### src/dpws_pkg.sv
// Package for the dual PID drive controller: fixed widths, register map,
// microcode encoding and the microcode program itself.
// Depends on nothing; every other file of the block but dpws_req_if uses it.
package dpws_pkg;

   localparam int GAIN_BITS      = 16;
   localparam int GAIN_FRAC_BITS = 8;
   localparam int TOTAL_BITS     = GAIN_BITS + 1;
   localparam int DRIVE_BITS     = 8;
   localparam int DRIVE_MAX      = 127;
   localparam int ACCUM_WINDOW   = 1000;
   localparam int WINDOW_BITS    = 11;

   localparam int CSR_ADDR_BITS = 5;
   localparam int CSR_DATA_BITS = 32;
   localparam int REG_IDX_BITS  = 3;

   localparam logic [REG_IDX_BITS-1:0] REG_SETPOINT_LEFT     = 3'd0;
   localparam logic [REG_IDX_BITS-1:0] REG_SETPOINT_RIGHT    = 3'd1;
   localparam logic [REG_IDX_BITS-1:0] REG_GAIN_P            = 3'd2;
   localparam logic [REG_IDX_BITS-1:0] REG_GAIN_I            = 3'd3;
   localparam logic [REG_IDX_BITS-1:0] REG_GAIN_D            = 3'd4;
   localparam logic [REG_IDX_BITS-1:0] REG_STRAIGHTEN_GAIN   = 3'd5;
   localparam logic [REG_IDX_BITS-1:0] REG_INTEGRAL_LIMIT    = 3'd6;
   localparam logic [REG_IDX_BITS-1:0] REG_STRAIGHTEN_OFFSET = 3'd7;

   localparam logic [GAIN_BITS-1:0] GAIN_P_RESET          = 16'd333;
   localparam logic [GAIN_BITS-1:0] GAIN_I_RESET          = 16'd26;
   localparam logic [GAIN_BITS-1:0] GAIN_D_RESET          = 16'd51;
   localparam logic [GAIN_BITS-1:0] STRAIGHTEN_GAIN_RESET = 16'd256;
   localparam logic [GAIN_BITS-1:0] INTEGRAL_LIMIT_RESET  = 16'd500;
   localparam int                   OFFSET_RESET          = 200;

   localparam int OP_BITS   = 5;
   localparam int COND_BITS = 3;
   localparam int UPC_BITS  = 6;

   localparam logic [OP_BITS-1:0] OP_NOP       = 5'd0;
   localparam logic [OP_BITS-1:0] OP_ACCEPT    = 5'd1;
   localparam logic [OP_BITS-1:0] OP_ERR       = 5'd2;
   localparam logic [OP_BITS-1:0] OP_TSUM      = 5'd3;
   localparam logic [OP_BITS-1:0] OP_CLAMP     = 5'd4;
   localparam logic [OP_BITS-1:0] OP_MUL_P     = 5'd5;
   localparam logic [OP_BITS-1:0] OP_MUL_I     = 5'd6;
   localparam logic [OP_BITS-1:0] OP_MUL_D     = 5'd7;
   localparam logic [OP_BITS-1:0] OP_SUM       = 5'd8;
   localparam logic [OP_BITS-1:0] OP_CMP       = 5'd9;
   localparam logic [OP_BITS-1:0] OP_MUL_K     = 5'd10;
   localparam logic [OP_BITS-1:0] OP_OUT_PLAIN = 5'd11;
   localparam logic [OP_BITS-1:0] OP_OUT_MUL   = 5'd12;
   localparam logic [OP_BITS-1:0] OP_DIV_INIT  = 5'd13;
   localparam logic [OP_BITS-1:0] OP_DIV_STEP  = 5'd14;
   localparam logic [OP_BITS-1:0] OP_OUT_DIV   = 5'd15;
   localparam logic [OP_BITS-1:0] OP_EMIT      = 5'd16;

   localparam logic [COND_BITS-1:0] COND_NEXT      = 3'd0;
   localparam logic [COND_BITS-1:0] COND_ALWAYS    = 3'd1;
   localparam logic [COND_BITS-1:0] COND_NO_REQ    = 3'd2;
   localparam logic [COND_BITS-1:0] COND_SCALE_MUL = 3'd3;
   localparam logic [COND_BITS-1:0] COND_SCALE_DIV = 3'd4;
   localparam logic [COND_BITS-1:0] COND_DIV_BUSY  = 3'd5;
   localparam logic [COND_BITS-1:0] COND_OUT_FULL  = 3'd6;

   localparam logic SIDE_LEFT  = 1'b0;
   localparam logic SIDE_RIGHT = 1'b1;

   localparam logic [UPC_BITS-1:0] UPC_IDLE  = 6'd0;
   localparam logic [UPC_BITS-1:0] UPC_PID_L = 6'd1;
   localparam logic [UPC_BITS-1:0] UPC_PID_R = 6'd8;
   localparam logic [UPC_BITS-1:0] UPC_CMP   = 6'd15;
   localparam logic [UPC_BITS-1:0] UPC_SCL_L = 6'd16;
   localparam logic [UPC_BITS-1:0] UPC_SCL_R = 6'd24;
   localparam logic [UPC_BITS-1:0] UPC_OUT   = 6'd32;

   localparam logic [UPC_BITS-1:0] SCL_MUL  = 6'd3;
   localparam logic [UPC_BITS-1:0] SCL_DIV  = 6'd5;
   localparam logic [UPC_BITS-1:0] SCL_LOOP = 6'd6;

   typedef struct packed {
      logic [OP_BITS-1:0]   op;
      logic                 side;
      logic [COND_BITS-1:0] cond;
      logic [UPC_BITS-1:0]  target;
   } ctrl_word_type;

   typedef struct packed {
      logic no_req;
      logic scale_mul;
      logic scale_div;
      logic div_busy;
      logic out_full;
   } seq_flags_type;

   function automatic ctrl_word_type uw(input logic [OP_BITS-1:0] op,
                                        input logic side,
                                        input logic [COND_BITS-1:0] cond,
                                        input logic [UPC_BITS-1:0] target);
      ctrl_word_type w;
      w.op     = op;
      w.side   = side;
      w.cond   = cond;
      w.target = target;
      return w;
   endfunction

   // One PID pass per side, a compare, one scaling pass per side, then the result beat.
   function automatic ctrl_word_type ucode_rom(input logic [UPC_BITS-1:0] upc);
      ctrl_word_type w;
      case (upc)
         UPC_IDLE:          w = uw(OP_ACCEPT, SIDE_LEFT, COND_NO_REQ, UPC_IDLE);
         UPC_PID_L:         w = uw(OP_ERR, SIDE_LEFT, COND_NEXT, UPC_IDLE);
         UPC_PID_L + 6'd1:  w = uw(OP_TSUM, SIDE_LEFT, COND_NEXT, UPC_IDLE);
         UPC_PID_L + 6'd2:  w = uw(OP_CLAMP, SIDE_LEFT, COND_NEXT, UPC_IDLE);
         UPC_PID_L + 6'd3:  w = uw(OP_MUL_P, SIDE_LEFT, COND_NEXT, UPC_IDLE);
         UPC_PID_L + 6'd4:  w = uw(OP_MUL_I, SIDE_LEFT, COND_NEXT, UPC_IDLE);
         UPC_PID_L + 6'd5:  w = uw(OP_MUL_D, SIDE_LEFT, COND_NEXT, UPC_IDLE);
         UPC_PID_L + 6'd6:  w = uw(OP_SUM, SIDE_LEFT, COND_NEXT, UPC_IDLE);
         UPC_PID_R:         w = uw(OP_ERR, SIDE_RIGHT, COND_NEXT, UPC_IDLE);
         UPC_PID_R + 6'd1:  w = uw(OP_TSUM, SIDE_RIGHT, COND_NEXT, UPC_IDLE);
         UPC_PID_R + 6'd2:  w = uw(OP_CLAMP, SIDE_RIGHT, COND_NEXT, UPC_IDLE);
         UPC_PID_R + 6'd3:  w = uw(OP_MUL_P, SIDE_RIGHT, COND_NEXT, UPC_IDLE);
         UPC_PID_R + 6'd4:  w = uw(OP_MUL_I, SIDE_RIGHT, COND_NEXT, UPC_IDLE);
         UPC_PID_R + 6'd5:  w = uw(OP_MUL_D, SIDE_RIGHT, COND_NEXT, UPC_IDLE);
         UPC_PID_R + 6'd6:  w = uw(OP_SUM, SIDE_RIGHT, COND_NEXT, UPC_IDLE);
         UPC_CMP:           w = uw(OP_CMP, SIDE_LEFT, COND_NEXT, UPC_IDLE);
         UPC_SCL_L:         w = uw(OP_NOP, SIDE_LEFT, COND_SCALE_MUL, UPC_SCL_L + SCL_MUL);
         UPC_SCL_L + 6'd1:  w = uw(OP_NOP, SIDE_LEFT, COND_SCALE_DIV, UPC_SCL_L + SCL_DIV);
         UPC_SCL_L + 6'd2:  w = uw(OP_OUT_PLAIN, SIDE_LEFT, COND_ALWAYS, UPC_SCL_R);
         UPC_SCL_L + 6'd3:  w = uw(OP_MUL_K, SIDE_LEFT, COND_NEXT, UPC_IDLE);
         UPC_SCL_L + 6'd4:  w = uw(OP_OUT_MUL, SIDE_LEFT, COND_ALWAYS, UPC_SCL_R);
         UPC_SCL_L + 6'd5:  w = uw(OP_DIV_INIT, SIDE_LEFT, COND_NEXT, UPC_IDLE);
         UPC_SCL_L + 6'd6:  w = uw(OP_DIV_STEP, SIDE_LEFT, COND_DIV_BUSY,
                                   UPC_SCL_L + SCL_LOOP);
         UPC_SCL_L + 6'd7:  w = uw(OP_OUT_DIV, SIDE_LEFT, COND_NEXT, UPC_IDLE);
         UPC_SCL_R:         w = uw(OP_NOP, SIDE_RIGHT, COND_SCALE_MUL, UPC_SCL_R + SCL_MUL);
         UPC_SCL_R + 6'd1:  w = uw(OP_NOP, SIDE_RIGHT, COND_SCALE_DIV, UPC_SCL_R + SCL_DIV);
         UPC_SCL_R + 6'd2:  w = uw(OP_OUT_PLAIN, SIDE_RIGHT, COND_ALWAYS, UPC_OUT);
         UPC_SCL_R + 6'd3:  w = uw(OP_MUL_K, SIDE_RIGHT, COND_NEXT, UPC_IDLE);
         UPC_SCL_R + 6'd4:  w = uw(OP_OUT_MUL, SIDE_RIGHT, COND_ALWAYS, UPC_OUT);
         UPC_SCL_R + 6'd5:  w = uw(OP_DIV_INIT, SIDE_RIGHT, COND_NEXT, UPC_IDLE);
         UPC_SCL_R + 6'd6:  w = uw(OP_DIV_STEP, SIDE_RIGHT, COND_DIV_BUSY,
                                   UPC_SCL_R + SCL_LOOP);
         UPC_SCL_R + 6'd7:  w = uw(OP_OUT_DIV, SIDE_RIGHT, COND_NEXT, UPC_IDLE);
         UPC_OUT:           w = uw(OP_NOP, SIDE_LEFT, COND_OUT_FULL, UPC_OUT);
         UPC_OUT + 6'd1:    w = uw(OP_EMIT, SIDE_LEFT, COND_ALWAYS, UPC_IDLE);
         default:           w = uw(OP_NOP, SIDE_LEFT, COND_ALWAYS, UPC_IDLE);
      endcase
      return w;
   endfunction

endpackage

### src/dpws_req_if.sv
// Request channel of the dual PID drive controller: one beat carries both position samples.
// Depends on nothing.
interface dpws_req_if #(
   parameter int SENSOR_BITS = 12
);
   logic                   valid;
   logic                   ready;
   logic [SENSOR_BITS-1:0] sensor_left;
   logic [SENSOR_BITS-1:0] sensor_right;

   modport source (output valid, sensor_left, sensor_right, input ready);
   modport sink (input valid, sensor_left, sensor_right, output ready);
endinterface

### src/dpws_rsp_if.sv
// Response channel of the dual PID drive controller: one beat carries both drive commands.
// Depends on dpws_pkg for the drive width.
interface dpws_rsp_if;
   logic                                   valid;
   logic                                   ready;
   logic signed [dpws_pkg::DRIVE_BITS-1:0] drive_left;
   logic signed [dpws_pkg::DRIVE_BITS-1:0] drive_right;

   modport source (output valid, drive_left, drive_right, input ready);
   modport sink (input valid, drive_left, drive_right, output ready);
endinterface

### src/dpws_seq.sv
// Microcode sequencer: step counter, program ROM and conditional jump logic.
// Depends on dpws_pkg for the control word, the condition codes and the program.
module dpws_seq (
   input  logic                    clock,
   input  logic                    reset,
   input  dpws_pkg::seq_flags_type flags,
   output dpws_pkg::ctrl_word_type ctrl
);

   logic [dpws_pkg::UPC_BITS-1:0] upc_ff;
   logic [dpws_pkg::UPC_BITS-1:0] upc_in;
   dpws_pkg::ctrl_word_type       word;
   logic                          take;

   always_comb begin
      word = dpws_pkg::ucode_rom(upc_ff);
      case (word.cond)
         dpws_pkg::COND_NEXT:      take = 1'b0;
         dpws_pkg::COND_ALWAYS:    take = 1'b1;
         dpws_pkg::COND_NO_REQ:    take = flags.no_req;
         dpws_pkg::COND_SCALE_MUL: take = flags.scale_mul;
         dpws_pkg::COND_SCALE_DIV: take = flags.scale_div;
         dpws_pkg::COND_DIV_BUSY:  take = flags.div_busy;
         dpws_pkg::COND_OUT_FULL:  take = flags.out_full;
         default:                  take = 1'b0;
      endcase
      upc_in = take ? word.target : upc_ff + 1'b1;
   end

   always_ff @(posedge clock) begin
      if (reset) begin
         upc_ff <= dpws_pkg::UPC_IDLE;
      end else begin
         upc_ff <= upc_in;
      end
   end

   assign ctrl = word;

endmodule

### src/dual_pid_with_straightening_unit.sv
// Top level of the dual PID drive controller: APB register file and microcoded datapath.
// Depends on dpws_pkg, dpws_req_if, dpws_rsp_if and dpws_seq.
//
//   Port group   Direction  Beat contents
//   req_bus      in         sensor_left, sensor_right
//   rsp_bus      out        drive_left, drive_right
//   psel ...     APB        eight control registers at byte offsets 0 to 28
//
// The longest path from acceptance of a sample pair to its response beat is the bit-serial
// divide of one side, one quotient bit per cycle. One multiplier serves every product.
// The sequencer accepts a new beat only at its idle step, and it holds before writing the
// response register while an earlier response is still waiting to be taken.
// Reset is synchronous and restores the register defaults and clears the error history.
module dual_pid_with_straightening_unit #(
   parameter int SENSOR_BITS = 12
) (
   input  logic                                 clock,
   input  logic                                 reset,
   dpws_req_if.sink                             req_bus,
   dpws_rsp_if.source                           rsp_bus,
   input  logic                                 psel,
   input  logic                                 penable,
   input  logic                                 pwrite,
   input  logic [dpws_pkg::CSR_ADDR_BITS-1:0]   paddr,
   input  logic [dpws_pkg::CSR_DATA_BITS-1:0]   pwdata,
   output logic [dpws_pkg::CSR_DATA_BITS-1:0]   prdata,
   output logic                                 pready
);

   localparam int GW   = dpws_pkg::GAIN_BITS;
   localparam int F    = dpws_pkg::GAIN_FRAC_BITS;
   localparam int DB   = dpws_pkg::DRIVE_BITS;
   localparam int EW   = SENSOR_BITS + 1;
   localparam int OW   = SENSOR_BITS + 1;
   localparam int LW   = SENSOR_BITS + 2;
   localparam int DW   = EW + 1;
   localparam int TW   = dpws_pkg::TOTAL_BITS;
   localparam int TSW  = TW + 1;
   localparam int AW   = (TW > DW) ? TW : DW;
   localparam int SW   = AW + GW + 3;
   localparam int PW   = SW + GW + 1;
   localparam int CNTW = $clog2(SW + 1);
   localparam int WCW  = (EW > dpws_pkg::WINDOW_BITS) ? EW : dpws_pkg::WINDOW_BITS;

   localparam logic signed [PW-1:0]  BIAS_F   = PW'((64'd1 << F) - 64'd1);
   localparam logic signed [PW-1:0]  BIAS_2F  = PW'((64'd1 << (2 * F)) - 64'd1);
   localparam logic signed [PW-1:0]  SAT_HI   = PW'(dpws_pkg::DRIVE_MAX);
   localparam logic signed [DB-1:0]  DRV_HI   = DB'(dpws_pkg::DRIVE_MAX);
   localparam logic signed [WCW-1:0] WIN_LIM  = WCW'(dpws_pkg::ACCUM_WINDOW);

   // Control registers.
   logic [SENSOR_BITS-1:0] setpoint_ff [2];
   logic [GW-1:0]          gain_p_ff;
   logic [GW-1:0]          gain_i_ff;
   logic [GW-1:0]          gain_d_ff;
   logic [GW-1:0]          kgain_ff;
   logic [GW-1:0]          limit_ff;
   logic signed [OW-1:0]   offset_ff;

   // Error history that carries over from tick to tick.
   logic signed [TW-1:0]   total_ff [2];
   logic signed [TW-1:0]   total_in [2];
   logic signed [EW-1:0]   prev_ff  [2];
   logic signed [EW-1:0]   prev_in  [2];

   // Datapath working registers.
   logic [SENSOR_BITS-1:0] smp_ff [2];
   logic [SENSOR_BITS-1:0] smp_in [2];
   logic signed [EW-1:0]   e_ff,    e_in;
   logic signed [DW-1:0]   de_ff,   de_in;
   logic signed [TSW-1:0]  tsum_ff, tsum_in;
   logic signed [TW-1:0]   t_ff,    t_in;
   logic signed [PW-1:0]   prod_ff, prod_in;
   logic signed [SW-1:0]   acc_ff,  acc_in;
   logic signed [SW-1:0]   s_ff [2];
   logic signed [SW-1:0]   s_in [2];
   logic                   cmp_gt_ff, cmp_gt_in;
   logic                   cmp_lt_ff, cmp_lt_in;
   logic [SW-1:0]          dvd_ff,  dvd_in;
   logic [GW-1:0]          rem_ff,  rem_in;
   logic [CNTW-1:0]        cnt_ff,  cnt_in;
   logic                   dneg_ff, dneg_in;
   logic signed [DB-1:0]   drv_ff [2];
   logic signed [DB-1:0]   drv_in [2];
   logic                   rsp_valid_ff, rsp_valid_in;
   logic signed [DB-1:0]   rsp_left_ff,  rsp_left_in;
   logic signed [DB-1:0]   rsp_right_ff, rsp_right_in;

   // Combinational helpers.
   dpws_pkg::ctrl_word_type ctrl;
   dpws_pkg::seq_flags_type flags;
   logic                    sd;
   logic                    accept;
   logic                    cfg_wr;
   logic [dpws_pkg::REG_IDX_BITS-1:0] reg_idx;
   logic signed [EW-1:0]    e_new;
   logic signed [WCW-1:0]   e_win;
   logic                    in_win;
   logic signed [TSW-1:0]   lim_s;
   logic [GW-1:0]           kfix;
   logic signed [SW-1:0]    mul_a;
   logic signed [GW:0]      mul_b;
   logic signed [LW-1:0]    cmp_l;
   logic signed [LW-1:0]    cmp_r;
   logic signed [PW-1:0]    shr_src;
   logic signed [PW-1:0]    shr_sum_f;
   logic signed [PW-1:0]    shr_sum_2f;
   logic signed [PW-1:0]    shr_f;
   logic signed [PW-1:0]    shr_2f;
   logic signed [PW-1:0]    quo_s;
   logic signed [PW-1:0]    sv;
   logic signed [DB-1:0]    sat_v;
   logic [SW-1:0]           s_abs;
   logic [GW:0]             trial;
   logic                    fits;

   dpws_seq u_seq (
      .clock (clock),
      .reset (reset),
      .flags (flags),
      .ctrl  (ctrl)
   );

   assign sd      = ctrl.side;
   assign accept  = req_bus.valid && req_bus.ready;
   assign req_bus.ready = (ctrl.op == dpws_pkg::OP_ACCEPT);

   assign rsp_bus.valid       = rsp_valid_ff;
   assign rsp_bus.drive_left  = rsp_left_ff;
   assign rsp_bus.drive_right = rsp_right_ff;

   assign kfix = (kgain_ff == '0) ? GW'(1) : kgain_ff;

   always_comb begin
      flags.no_req    = !req_bus.valid;
      flags.scale_mul = sd ? cmp_lt_ff : cmp_gt_ff;
      flags.scale_div = sd ? cmp_gt_ff : cmp_lt_ff;
      flags.div_busy  = (cnt_ff != CNTW'(1));
      flags.out_full  = rsp_valid_ff;
   end

   // Register file.
   assign pready  = 1'b1;
   assign reg_idx = paddr[dpws_pkg::CSR_ADDR_BITS-1:2];
   assign cfg_wr  = psel && penable && pwrite;

   always_comb begin
      case (reg_idx)
         dpws_pkg::REG_SETPOINT_LEFT:     prdata = 32'(setpoint_ff[0]);
         dpws_pkg::REG_SETPOINT_RIGHT:    prdata = 32'(setpoint_ff[1]);
         dpws_pkg::REG_GAIN_P:            prdata = 32'(gain_p_ff);
         dpws_pkg::REG_GAIN_I:            prdata = 32'(gain_i_ff);
         dpws_pkg::REG_GAIN_D:            prdata = 32'(gain_d_ff);
         dpws_pkg::REG_STRAIGHTEN_GAIN:   prdata = 32'(kgain_ff);
         dpws_pkg::REG_INTEGRAL_LIMIT:    prdata = 32'(limit_ff);
         dpws_pkg::REG_STRAIGHTEN_OFFSET: prdata = 32'(offset_ff);
         default:                         prdata = '0;
      endcase
   end

   always_ff @(posedge clock) begin
      if (reset) begin
         setpoint_ff[0] <= '0;
         setpoint_ff[1] <= '0;
         gain_p_ff      <= dpws_pkg::GAIN_P_RESET;
         gain_i_ff      <= dpws_pkg::GAIN_I_RESET;
         gain_d_ff      <= dpws_pkg::GAIN_D_RESET;
         kgain_ff       <= dpws_pkg::STRAIGHTEN_GAIN_RESET;
         limit_ff       <= dpws_pkg::INTEGRAL_LIMIT_RESET;
         offset_ff      <= OW'(dpws_pkg::OFFSET_RESET);
      end else if (cfg_wr) begin
         case (reg_idx)
            dpws_pkg::REG_SETPOINT_LEFT:     setpoint_ff[0] <= pwdata[SENSOR_BITS-1:0];
            dpws_pkg::REG_SETPOINT_RIGHT:    setpoint_ff[1] <= pwdata[SENSOR_BITS-1:0];
            dpws_pkg::REG_GAIN_P:            gain_p_ff      <= pwdata[GW-1:0];
            dpws_pkg::REG_GAIN_I:            gain_i_ff      <= pwdata[GW-1:0];
            dpws_pkg::REG_GAIN_D:            gain_d_ff      <= pwdata[GW-1:0];
            dpws_pkg::REG_STRAIGHTEN_GAIN:   kgain_ff       <= pwdata[GW-1:0];
            dpws_pkg::REG_INTEGRAL_LIMIT:    limit_ff       <= pwdata[GW-1:0];
            dpws_pkg::REG_STRAIGHTEN_OFFSET: offset_ff      <= signed'(pwdata[OW-1:0]);
            default: begin
               gain_p_ff <= gain_p_ff;
            end
         endcase
      end
   end

   // Shared arithmetic.
   always_comb begin
      e_new  = signed'({1'b0, setpoint_ff[sd]}) - signed'({1'b0, smp_ff[sd]});
      e_win  = WCW'(e_ff);
      in_win = (e_ff != '0) && (e_win < WIN_LIM) && (e_win > -WIN_LIM);
      lim_s  = signed'({2'b00, limit_ff});
      cmp_l  = signed'({2'b00, smp_ff[0]}) - LW'(offset_ff);
      cmp_r  = signed'({2'b00, smp_ff[1]});

      case (ctrl.op)
         dpws_pkg::OP_MUL_I: begin
            mul_a = SW'(t_ff);
            mul_b = signed'({1'b0, gain_i_ff});
         end
         dpws_pkg::OP_MUL_D: begin
            mul_a = SW'(de_ff);
            mul_b = signed'({1'b0, gain_d_ff});
         end
         dpws_pkg::OP_MUL_K: begin
            mul_a = s_ff[sd];
            mul_b = signed'({1'b0, kfix});
         end
         default: begin
            mul_a = SW'(e_ff);
            mul_b = signed'({1'b0, gain_p_ff});
         end
      endcase

      // Truncation toward zero: negative values get the divisor minus one added first.
      shr_src    = (ctrl.op == dpws_pkg::OP_OUT_MUL) ? prod_ff : PW'(s_ff[sd]);
      shr_sum_f  = shr_src + (shr_src[PW-1] ? BIAS_F : '0);
      shr_sum_2f = shr_src + (shr_src[PW-1] ? BIAS_2F : '0);
      shr_f      = shr_sum_f >>> F;
      shr_2f     = shr_sum_2f >>> (2 * F);
      quo_s      = dneg_ff ? -signed'(PW'(dvd_ff)) : signed'(PW'(dvd_ff));

      case (ctrl.op)
         dpws_pkg::OP_OUT_MUL: sv = shr_2f;
         dpws_pkg::OP_OUT_DIV: sv = quo_s;
         default:              sv = shr_f;
      endcase

      if (sv > SAT_HI) begin
         sat_v = DRV_HI;
      end else if (sv < -SAT_HI) begin
         sat_v = -DRV_HI;
      end else begin
         sat_v = sv[DB-1:0];
      end

      s_abs = s_ff[sd][SW-1] ? $unsigned(-s_ff[sd]) : $unsigned(s_ff[sd]);
      trial = {rem_ff, dvd_ff[SW-1]};
      fits  = (trial >= {1'b0, kfix});
   end

   // Next-state logic driven by the current control word.
   always_comb begin
      smp_in       = smp_ff;
      total_in     = total_ff;
      prev_in      = prev_ff;
      e_in         = e_ff;
      de_in        = de_ff;
      tsum_in      = tsum_ff;
      t_in         = t_ff;
      prod_in      = prod_ff;
      acc_in       = acc_ff;
      s_in         = s_ff;
      cmp_gt_in    = cmp_gt_ff;
      cmp_lt_in    = cmp_lt_ff;
      dvd_in       = dvd_ff;
      rem_in       = rem_ff;
      cnt_in       = cnt_ff;
      dneg_in      = dneg_ff;
      drv_in       = drv_ff;
      rsp_left_in  = rsp_left_ff;
      rsp_right_in = rsp_right_ff;
      rsp_valid_in = rsp_valid_ff;

      if (rsp_bus.valid && rsp_bus.ready) begin
         rsp_valid_in = 1'b0;
      end

      if (ctrl.op inside {dpws_pkg::OP_MUL_P, dpws_pkg::OP_MUL_I, dpws_pkg::OP_MUL_D,
                          dpws_pkg::OP_MUL_K}) begin
         prod_in = mul_a * mul_b;
      end

      case (ctrl.op)
         dpws_pkg::OP_ACCEPT: begin
            if (accept) begin
               smp_in[0] = req_bus.sensor_left;
               smp_in[1] = req_bus.sensor_right;
            end
         end
         dpws_pkg::OP_ERR: begin
            e_in = e_new;
         end
         dpws_pkg::OP_TSUM: begin
            tsum_in = in_win ? TSW'(total_ff[sd]) + TSW'(e_ff) : '0;
            de_in   = DW'(e_ff) - DW'(prev_ff[sd]);
         end
         dpws_pkg::OP_CLAMP: begin
            if (tsum_ff > lim_s) begin
               t_in = TW'(lim_s);
            end else if (tsum_ff < -lim_s) begin
               t_in = TW'(-lim_s);
            end else begin
               t_in = TW'(tsum_ff);
            end
         end
         dpws_pkg::OP_MUL_I: begin
            acc_in = SW'(prod_ff);
         end
         dpws_pkg::OP_MUL_D: begin
            acc_in = acc_ff + SW'(prod_ff);
         end
         dpws_pkg::OP_SUM: begin
            s_in[sd]     = acc_ff + SW'(prod_ff);
            total_in[sd] = t_ff;
            prev_in[sd]  = e_ff;
         end
         dpws_pkg::OP_CMP: begin
            cmp_gt_in = (cmp_r > cmp_l);
            cmp_lt_in = (cmp_r < cmp_l);
         end
         dpws_pkg::OP_OUT_PLAIN, dpws_pkg::OP_OUT_MUL, dpws_pkg::OP_OUT_DIV: begin
            drv_in[sd] = sat_v;
         end
         dpws_pkg::OP_DIV_INIT: begin
            dvd_in  = s_abs;
            dneg_in = s_ff[sd][SW-1];
            rem_in  = '0;
            cnt_in  = CNTW'(SW);
         end
         dpws_pkg::OP_DIV_STEP: begin
            rem_in = fits ? GW'(trial - {1'b0, kfix}) : trial[GW-1:0];
            dvd_in = {dvd_ff[SW-2:0], fits};
            cnt_in = cnt_ff - 1'b1;
         end
         dpws_pkg::OP_EMIT: begin
            rsp_valid_in = 1'b1;
            rsp_left_in  = drv_ff[0];
            rsp_right_in = drv_ff[1];
         end
         default: begin
            e_in = e_ff;
         end
      endcase
   end

   always_ff @(posedge clock) begin
      if (reset) begin
         total_ff[0]  <= '0;
         total_ff[1]  <= '0;
         prev_ff[0]   <= '0;
         prev_ff[1]   <= '0;
         rsp_valid_ff <= 1'b0;
         cnt_ff       <= '0;
      end else begin
         total_ff     <= total_in;
         prev_ff      <= prev_in;
         rsp_valid_ff <= rsp_valid_in;
         cnt_ff       <= cnt_in;
      end
   end

   always_ff @(posedge clock) begin
      smp_ff       <= smp_in;
      e_ff         <= e_in;
      de_ff        <= de_in;
      tsum_ff      <= tsum_in;
      t_ff         <= t_in;
      prod_ff      <= prod_in;
      acc_ff       <= acc_in;
      s_ff         <= s_in;
      cmp_gt_ff    <= cmp_gt_in;
      cmp_lt_ff    <= cmp_lt_in;
      dvd_ff       <= dvd_in;
      rem_ff       <= rem_in;
      dneg_ff      <= dneg_in;
      drv_ff       <= drv_in;
      rsp_left_ff  <= rsp_left_in;
      rsp_right_ff <= rsp_right_in;
   end

endmodule

### src/flat_wrapper.sv
// flat-port wrapper written by rule: the top's interface ports become plain ports
module dual_pid_with_straightening_unit_flat 
#(
   parameter int SENSOR_BITS = 12
)
  (clock, reset, psel, penable, pwrite, paddr, pwdata, prdata, pready, req_bus_valid, req_bus_sensor_left, req_bus_sensor_right, req_bus_ready, rsp_bus_valid, rsp_bus_drive_left, rsp_bus_drive_right, rsp_bus_ready);
  dpws_req_if #(.SENSOR_BITS(SENSOR_BITS)) req_bus_i ();
  dpws_rsp_if rsp_bus_i ();
  input  logic clock;
  input  logic reset;
  input  logic psel;
  input  logic penable;
  input  logic pwrite;
  input  logic [dpws_pkg::CSR_ADDR_BITS-1:0] paddr;
  input  logic [dpws_pkg::CSR_DATA_BITS-1:0] pwdata;
  output logic [dpws_pkg::CSR_DATA_BITS-1:0] prdata;
  output logic pready;
  input wire logic [$bits(req_bus_i.valid)-1:0] req_bus_valid;
  input wire logic [$bits(req_bus_i.sensor_left)-1:0] req_bus_sensor_left;
  input wire logic [$bits(req_bus_i.sensor_right)-1:0] req_bus_sensor_right;
  output wire logic [$bits(req_bus_i.ready)-1:0] req_bus_ready;
  output wire logic [$bits(rsp_bus_i.valid)-1:0] rsp_bus_valid;
  output wire logic [$bits(rsp_bus_i.drive_left)-1:0] rsp_bus_drive_left;
  output wire logic [$bits(rsp_bus_i.drive_right)-1:0] rsp_bus_drive_right;
  input wire logic [$bits(rsp_bus_i.ready)-1:0] rsp_bus_ready;
  assign req_bus_i.valid = req_bus_valid;
  assign req_bus_i.sensor_left = req_bus_sensor_left;
  assign req_bus_i.sensor_right = req_bus_sensor_right;
  assign req_bus_ready = req_bus_i.ready;
  assign rsp_bus_valid = rsp_bus_i.valid;
  assign rsp_bus_drive_left = rsp_bus_i.drive_left;
  assign rsp_bus_drive_right = rsp_bus_i.drive_right;
  assign rsp_bus_i.ready = rsp_bus_ready;
  dual_pid_with_straightening_unit #(.SENSOR_BITS(SENSOR_BITS)) u_core (.clock(clock), .reset(reset), .req_bus(req_bus_i), .rsp_bus(rsp_bus_i), .psel(psel), .penable(penable), .pwrite(pwrite), .paddr(paddr), .pwdata(pwdata), .prdata(prdata), .pready(pready));
endmodule
### config.mk
export PLATFORM = sky130hd
export DESIGN_NAME = dual_pid_with_straightening_unit_flat
export DESIGN_NICKNAME = d
export VERILOG_FILES = /design/src/dpws_pkg.sv /design/src/dpws_req_if.sv /design/src/dpws_rsp_if.sv /design/src/dpws_seq.sv /design/src/dual_pid_with_straightening_unit.sv /design/src/flat_wrapper.sv
export SDC_FILE = /design/constraint.sdc
export NUM_CORES = 2
export LEC_CHECK = 0
export ABC_AREA = 0
export BUFFER_PORTS_ARGS = -buffer_cell sky130_fd_sc_hd__buf_2
export CORE_MARGIN = 2
export CORE_UTILIZATION = 30
export DETAILED_ROUTE_END_ITERATION = 6
export RECOVER_POWER = 25
export SYNTH_ARGS = -nofsm -noshare
export SYNTH_HDL_FRONTEND = slang
export SYNTH_SLANG_ARGS = --single-unit
### constraint.sdc
create_clock -name clock -period 12.4 [get_ports clock]
set_input_delay 0.62 -clock clock [delete_from_list [all_inputs] [get_ports clock]]
set_output_delay 0.62 -clock clock [all_outputs]
set_load 0.01 [all_outputs]
==> flow_metrics.py <==
metrics = {
    "placement": {
        "io_buffer_count": 99,
        "detailedPlacementHpwl_um": 136000,
        "gpl.final_weighted_congestion": 0.953,
        "pre_cts_slack_ns": 1.31,
        "placedCellCount": 8246,
        "detailed_place.area_sq_um": 56500,
    },
    "floorplanning": {
        "placement_rows": 154,
        "die-height_um": 425,
        "chipWidth_um": 425,
        "start_util": 0.302,
        "coreArea_sq_um": 176000,
        "pin_count": 119,
        "die_area_sq_um": 181000,
    },
    "pwr": {
        "power.density_nw_per_um2": 178,
        "irDropWorstVdd_mv": 0.218,
        "power.static_leakage_nw": 24.4,
    },
    "setup_path": {
        "setup.worst_path.end_class": "flop",
        "critical_path.startpoint": "u_core.u_seq.ctrl[9]",
        "worst-endpoint-required_ns": 12.81,
        "timing.rr.start": "u_core.u_seq.ctrl[9]",
        "timing.critical_path.arrival_ns": 11.82,
        "critical_path.n_buffers_inverters": 5,
        "slowest_stage": "sky130_fd_sc_hd__dfxtp_1",
        "cp_slowest_stage_delay_ns": 1.32,
        "path_common_cell": "sky130_fd_sc_hd__fa_1",
        "crit_path_max_fanout": 28,
        "worst_path_dominant_cell_family": "compound AO/OA/AOI/OAI gates",
        "critical_path_class": "flop to flop",
        "startpoint_class": "flop",
    },
    "timing": {
        "final_critical_path_setup_slack_ns": 0.985,
        "setup_violations": 0,
        "timing.final.crit_period_ns": 11.41,
        "max_slew.worst_pin.slew_ns": 2.34,
        "relSlewSlack": -0.562,
        "achievable-frequency_mhz": 87.6,
        "timing_max_transition_violations_final": 177,
        "rsz0062_at_grt": "no",
        "tns_ns": 0,
        "final-hold-violation-count": 0,
        "timing.clock.skew_ns": 0.0502,
        "period_share": 0.921,
        "holdWs_ns": 0.0972,
    },
    "logic_synthesis": {
        "synth-main-ff-cell": "sky130_fd_sc_hd__edfxtp_1",
        "post_synth_num_cell_types": 94,
        "avgSynthCellArea_sq_um": 8.91,
        "synth-edff-count": 358,
        "postSynthCellCount": 5979,
        "mappedNetlistArea_sq_um": 53300,
        "ys_seq_elements": 539,
        "ys_seq_area_frac": 0.270,
        "synth-warning-count": 0,
        "mappedNetlistNets": 6903,
        "synth-async-reset-ratio": 0,
    },
    "cells_and_area": {
        "post_route_cells_drive_above_1_share": 0.0702,
        "final_design_area_no_fill_sq_um": 58800,
        "synthToLayoutAreaGrowth_pct": 10.3,
        "layoutNonFillerInstCount": 8369,
        "num_antenna_cells": 0,
        "fin_nets": 6899,
    },
    "grt": {
        "grt_pass1_wl_um": 269000,
        "grt_antenna_before_repair": 1,
        "first_global_vias": 43800,
        "grt_util_all_layers": 0.193,
        "grt_start_max_net_pins": 90,
        "global_route.overflow_total": 0,
    },
    "clock_network": {
        "postCtsSetupRepairBufs": 0,
        "post_cts.resized_instances": 0,
        "clk-insertion-delay-late_ns": 0.70,
        "cts_buffers": 67,
        "reg_clk_slew_reported_paths_ns": 0.06,
        "clk_root_buffer_cell": "sky130_fd_sc_hd__clkbuf_16",
        "postCtsHoldBufs": 0,
        "tritoncts_clock_tree": "done",
        "ctsHtreeMaxLevel": 3,
        "cts_max_path_buffers": 3,
        "tritoncts_num_sinks": 539,
    },
    "run_status": {
        "outcome": "complete, but fails checks",
        "violations": "capacitance limit, slew limit",
    },
    "routing": {
        "detailroute.via_count": 43800,
        "wl_per_cell_um": 21.0,
        "drt_iter0_markers": 4331,
        "routed_wl_um": 176000,
        "detail_route.vias_per_cell": 5.23,
        "post_detailed_route_drc_marker_count": 0,
        "antenna_violating_nets_post_route": 0,
        "drt-pass1-iter-count": 6,
    },
    "hold_path": {
        "holdCritPathClass": "input pin to flop",
        "hold_start": "req_bus_sensor_right[6]",
    },
    "flow_run": {
        "cap_viol_max_count": 6,
    },
}
==> power breakdown <==
| group | internal, mW | switching [mW] |
|---|---|---|
| Clock | 1.17 | 0.880 |
| Sequential | 2.32 | 0.140 |
| Combinational | 2.43 | 3.54 |
| Total | 5.91 | 4.56 |
==> stage by stage <==
| step | power (mW) | util |
|---|---|---|
| after floorplan | 6.86 | - |
| final | 10.5 | 0.333 |
| after global placement | 8.32 | 0.321 |
| after CTS | 10.5 | 0.334 |
| after global routing | 11.3 | 0.333 |
| after detailed placement | 8.41 | 0.321 |
==> per-layer routing <==
metal | GRT usage | share of wire | vias to the layer above
met2 | 0.312 | 0.46 | 1774
met5 | 0 | 0.000040 | -
met1 | 0.257 | 0.43 | 21700
li1 | - | - | 20000
met3 | 0.0345 | 0.079 | 290
met4 | 0.0671 | 0.037 | 2
==> cells by family after synthesis <==
group / Yosys count / synth area share
AOI/OAI and AO/OA: 1111 / 0.132
DFF: 539 / 0.270
other: 1 / 0.0000704
muxes: 167 / 0.0346
adders and majority gates: 856 / 0.279
and+or+nand+nor: 1970 / 0.166
xor gates and xnor gates: 247 / 0.0406
buffers and inverters: 1088 / 0.0785
==> cells in the mapped netlist (all sizes together) (10+ instances only) <==
cell type | count | area, sq um
xnor2 | 147 | 1290
mux2i | 93 | 931
nor2b | 45 | 282
o22ai | 10 | 62.6
or4 | 14 | 113
o221ai | 14 | 123
edfxtp | 358 | 10800
mux2 | 67 | 754
a21boi | 22 | 165
a21o | 79 | 593
xor2 | 100 | 876
or2 | 19 | 119
fa | 551 | 11000
inv | 798 | 3000
dfxtp | 181 | 3620
and3 | 34 | 213
o21a | 36 | 270
a221oi | 28 | 245
a21oi | 382 | 1920
nand2 | 893 | 3350
nand2b | 46 | 288
a211oi | 30 | 230
and2 | 54 | 338
nand3b | 24 | 180
o31ai | 24 | 180
o21ai | 243 | 1220
o211ai | 22 | 165
nor2 | 497 | 1870
a22oi | 25 | 188
a221o | 22 | 220
a211o | 24 | 210
ha | 305 | 3820
buf | 53 | 298
nor3 | 79 | 422
o21bai | 21 | 158
nor4 | 40 | 272
nand3 | 101 | 505
a31oi | 30 | 188
or3 | 39 | 249
nand4 | 54 | 338
clkbuf | 233 | 875
==> registers in the layout, summed over array words and instances, names as in the netlist, 14 cells and up <==
signal              cells
u_core.gain_p_ff       16
u_core.s_ff            72
u_core.kgain_ff        16
u_core.limit_ff        16
u_core.prod_ff         53
u_core.total_ff        34
u_core.drv_ff          16
u_core.gain_i_ff       16
u_core.t_ff            17
u_core.setpoint_ff     24
u_core.dvd_ff          36
u_core.acc_ff          36
u_core.gain_d_ff       16
u_core.rem_ff          16
u_core.de_ff           14
u_core.tsum_ff         18
u_core.prev_ff         26
u_core.u_seq.ctrl      15
==> final cells by class <==
| type | count | area [sq um] |
|---|---|---|
| Sequential cell | 539 | 14400 |
| Multi-Input combinational cell | 4352 | 34800 |
| Clock buffer | 86 | 1800 |
| Fill cell | 18200 | 118000 |
| Tap cell | 2340 | 2930 |
| Timing Repair Buffer | 213 | 1290 |
| Inverter | 802 | 3010 |
| Clock inverter | 37 | 509 |
==> cell usage in the layout, fill, tap and decap left out, types with 27 or more instances in the layout <==
cell and n:
sky130_fd_sc_hd__a211oi_1 29, sky130_fd_sc_hd__a21o_1 79, sky130_fd_sc_hd__a21oi_1 381, sky130_fd_sc_hd__a221oi_1 27, sky130_fd_sc_hd__a31oi_1 30, sky130_fd_sc_hd__and2_1 45, sky130_fd_sc_hd__and3_1 34, sky130_fd_sc_hd__buf_2 79
sky130_fd_sc_hd__buf_4 105, sky130_fd_sc_hd__clkbuf_1 44, sky130_fd_sc_hd__clkbuf_16 69, sky130_fd_sc_hd__dfxtp_1 181, sky130_fd_sc_hd__edfxtp_1 358, sky130_fd_sc_hd__fa_1 551, sky130_fd_sc_hd__ha_1 305, sky130_fd_sc_hd__inv_1 796
sky130_fd_sc_hd__mux2_2 67, sky130_fd_sc_hd__mux2i_1 92, sky130_fd_sc_hd__nand2_1 891, sky130_fd_sc_hd__nand2b_1 46, sky130_fd_sc_hd__nand3_1 101, sky130_fd_sc_hd__nand4_1 54, sky130_fd_sc_hd__nor2_1 489, sky130_fd_sc_hd__nor2b_1 45
sky130_fd_sc_hd__nor3_1 74, sky130_fd_sc_hd__nor4_1 38, sky130_fd_sc_hd__o21a_1 36, sky130_fd_sc_hd__o21ai_0 235, sky130_fd_sc_hd__or3_1 39, sky130_fd_sc_hd__xnor2_1 147, sky130_fd_sc_hd__xor2_1 100
==> worst paths after layout <==
path              slack, ns  cells past startpoint                           end
setup / recovery       0.99                     28            u_core.prod_ff[52]
hold / removal          0.1                      1               u_core.cmp_r[6]
setup reg to reg       0.99                     28            u_core.prod_ff[52]
hold reg to reg        0.42                      0  u_core.rsp_bus.drive_left[2]
==> worst register-to-register path, delay by kind of cell, from the launching register on <==
family          cells  cell delay (ns)
xor+xnor            1             0.12
mux                 1             1.03
buf+inv             5             0.79
fa+ha+maj           7             3.44
simple gates        3             0.57
compound gates     11             3.87
flops               1             1.32
Power figures use the tool's default switching activity.
